**src/rtl/core/pts_ram.sv**
```systemverilog
// Generic single-port RAM with registered read.
// No dependencies.
module pts_ram #(
   parameter int WIDTH = 8,
   parameter int DEPTH = 16
) (
   input  logic                     clock,
   input  logic                     wr_en,
   input  logic [$clog2(DEPTH)-1:0] addr,
   input  logic [WIDTH-1:0]         wr_data,
   output logic [WIDTH-1:0]         rd_data
);
   logic [WIDTH-1:0] mem_ff [DEPTH];

   always_ff @(posedge clock) begin
      if (wr_en) begin
         mem_ff[addr] <= wr_data;
      end
      rd_data <= mem_ff[addr];
   end
endmodule

```
**config.mk**
```make
export PLATFORM = sky130hd
export DESIGN_NAME = pts_ram
export DESIGN_NICKNAME = d
export VERILOG_FILES = /design/src/rtl/core/pts_ram.sv
export SDC_FILE = /design/constraint.sdc
export NUM_CORES = 1
export LEC_CHECK = 0
export ABC_AREA = 0
export BUFFER_PORTS_ARGS = -buffer_cell sky130_fd_sc_hd__buf_2
export CORE_UTILIZATION = 60
export DETAILED_ROUTE_END_ITERATION = 10
export GPL_TIMING_DRIVEN = 1
export PLACE_DENSITY = 0.8
export SYNTH_ARGS = -nofsm -noshare
export SYNTH_HDL_FRONTEND = slang
export SYNTH_SLANG_ARGS = --single-unit
```
**constraint.sdc**
```tcl
create_clock -name clock -period 2.5 [get_ports clock]
set_input_delay 0.75 -clock clock [delete_from_list [all_inputs] [get_ports clock]]
set_output_delay 0.75 -clock clock [all_outputs]
set_load 0.03 [all_outputs]
```
After elaboration in Yosys (flattened, before gate mapping)
Memories as Yosys holds them, arrays and structs flattened. A register that Yosys moved wholly into a read port is not among the register bits. Index checks and enable logic that the tools add are counted.

Flip-flop bits (word level): 0. Bits in writable memories: 128. Input port bits: 14. Output and inout port bits: 8. Logic and storage cells: 3. Memories kept: 1.

Multiplexer cells: 2.

Memory list: mem_ff (words 16, width 8, rd ports 1, clocked after memory_dff 1, wr ports 1, RTL line 13) `logic [WIDTH-1:0] mem_ff [DEPTH];`.

Operator list (count): $mux 1 (2).

Longest topological paths before layout
Word-level depth: 2. Gate-level depth with buffers: 5. Gate-level depth less buffers: 3.

Worst setup path before layout
OpenSTA, ideal clock, no wires.

Path kind: input -> register. From: input port addr[2]. To: memory mem_ff[0][0] (enable). Library setup time: 383 ps. Arrival: 1860 ps. Data required time: 2117 ps. Path slack: 257 ps. Cell stages on the path: 2. Path buffers: 0. Cells stage by stage: or3b_2 -> nor3_1.

RTL lines: start: declaration (RTL line 9) `input logic [$clog2(DEPTH)-1:0] addr,`; end: declaration (RTL line 13).

No word-level cell before the write port.

Worst setup path after layout
From: register rd_data[6] (read register of mem_ff). To: output port rd_data[6].

RTL lines: start: declaration (RTL line 11) `output logic [WIDTH-1:0] rd_data`.

No word-level cell between the ends.

==> flow_summary.yaml <==
run_status:
  status: "finished, final reports clean"
timing:
  holdWs_ps: 610.3
  clock.fmax_ghz: 0.5593
  fin_ws_ps: 712.2
  finalSetupViolations: 0
  min_period_ps: 1788
  tns_ps: 0
  timing.slew.headroom_pct: 56.26
  finalHoldViolCount: 0
  finalCritPeriodShare_pct: 71.51
  skew_ps: 5.733
  rsz0062_at_grt: "false"
  drv_slew: 0
  tightestPinTransition_ps: 653.6
synthesis:
  synth_cell_types: 18
  syn_nets: 244
  synth_cells: 230
  synth-async-reset-ratio_pct: 0
  synth_edf_count: 128
  synth_seq_cells: 136
  ys_warn_count: 0
  synth_area_per_cell_um2: 22.03
  synth_area_um2: 5067
  synth-main-ff-cell: "edfxtp_1"
  ys_seq_area_share_pct: 79.01
worst_setup_path:
  worstPathRequired_ps: 1750
  critPathMaxFanout: 1
  cp_top_family: "flip-flops"
  crit_buf_inv: 1
  endpoint_kind: "output pin"
  cp_slowest_cell: "dfxtp_1"
  critical_path.startpoint_type: "flop"
  cp.arrival_ps: 1040
  crit_type: "reg -> out"
  cpPeakStageDelay_ps: 310
  path_cells: "buf_2"
floorplanning:
  initial_utilization_pct: 61.98
  std_cell_rows: 33
  die-width_um: 93.90
  dieArea_um2: 8817
  num_io_pins: 22
  core_um2: 8175
  dieHeight_um: 93.90
placement:
  gp_congestion: 0.7617
  portBuffers: 21
  pre_cts_ws_ps: 264.3
  dpl.hpwl_mm: 6.019
drt:
  vias: 2509
  ant_nets: 0
  vias_per_cell: 6.195
  first_iter_violations: 226
  wire_per_inst_um: 24.20
  firstDrtPassIters: 5
  drt_wl_total_mm: 9.803
  drc: 0
global_route:
  gr-total-overflow: 0
  antenna_found_initial: 0
  grt_max_degree: 40
  grt_pass1_vias: 2606
  grt_pass1_wl_mm: 14.98
  grt.total_usage_pct: 25.45
cells_and_area:
  drive_gt1_share_pct: 37.33
  fillers: 463
  multi_input_area_um2: 1003
  syn2layout_area_growth_pct: 18.84
  layout_common_cells: "edfxtp_1 (128), mux4_2 (32), buf_4 (26), buf_2 (21)"
  layout_commonest_cell: "edfxtp_1"
  regArea_um2: 4004
  antenna_cells: 0
  nets: 301
clocking:
  cts_sinks: 136
  cts-resized-gates: 0
  clockRootBuffer: "clkbuf_8"
  clk_transition_reported_paths_ps: 60
  cts_setup_buffers: 0
  clk_latency_ps: 520
  clockBufferDepth: 2
  numCtsBuffers: 17
  cts_hold_buf: 0
  tritoncts: "done"
  cts_max_level: 4
worst_hold_path:
  min_path_type: "in -> reg"
run:
  cap_violations: 0
power_and_ir_drop:
  p_leak_nw: 2.027
  peakVddDrop_mv: 0.5330
  cellPowerDensity_nw_per_um2: 847.3
report_power, final:
group	leakage (nW)	internal, mW	total [mW]	switching (mW)
sequential	1.22	2.55	2.56	0.0129
clock	0.252	1.32	2.27	0.952
combinational	0.552	0.107	0.272	0.166
sequential cells by signal, summed over array words and instances (netlist names):
signal   cells
mem_ff     128
rd_data      8
path summary, 6_finish.rpt:
check                                   start           end  slack [ps]  cells past startpoint
worst min-delay path               wr_data[4]  mem_ff[4][4]         610                      1
worst max register to register   mem_ff[7][2]    rd_data[2]        1140                      3
worst min register to register  mem_ff[12][3]    rd_data[3]         680                      3
worst max-delay path               rd_data[6]    rd_data[6]         710                      1
kinds of logic after synthesis:
group                  after synthesis  synth area share [%]
DFF                                136                 79.01
and+or+nand+nor                     35                 3.210
muxes                               32                 14.22
AOI/OAI and AO/OA                   16                 2.370
buffers and inverters               11                 1.185
cell usage after synthesis, drive strengths merged (2+ instances only):
master	count	area [µm²]
nand2	9	33.78
dfxtp	8	160.2
nand2b	2	12.51
a22oi	16	120.1
nor3	4	20.02
mux4	32	720.7
nand3b	2	15.01
clkbuf	3	12.51
buf	8	47.54
edfxtp	128	3844
nor2	13	48.80
nor2b	2	12.51
layout make-up:
type                            count  area share [%]
Sequential cell                   136           66.49
Tap cell                          105           2.182
Timing Repair Buffer               49           5.651
Multi-Input combinational cell     83           16.66
Clock inverter                     15           2.140
Clock buffer                       17           6.877
metal layers:
layer  vias to the layer above  routed length [µm]  GRT usage [%]  part of all wire, %
li1                       1075                   -              -                    -
met1                      1297                3754          33.18                   38
met2                       116                5140          40.39                   52
met3                        21                 694          6.392                  7.1
met4                         0                 213          12.56                  2.2
met5                         -                   0              0                    0
per-stage QoR:
step                power, mW  cells  util, %  cell area, µm²
floorplan               2.770    230        -            5067
global placement        2.872    373    67.02            5479
detailed placement      2.883    373    67.02            5479
CTS                     5.144    405    73.66            6022
global route            5.261    405    73.66            6022
finish                  5.103    405    73.66            6022
Note: power is estimated with default switching activity, not from simulation.
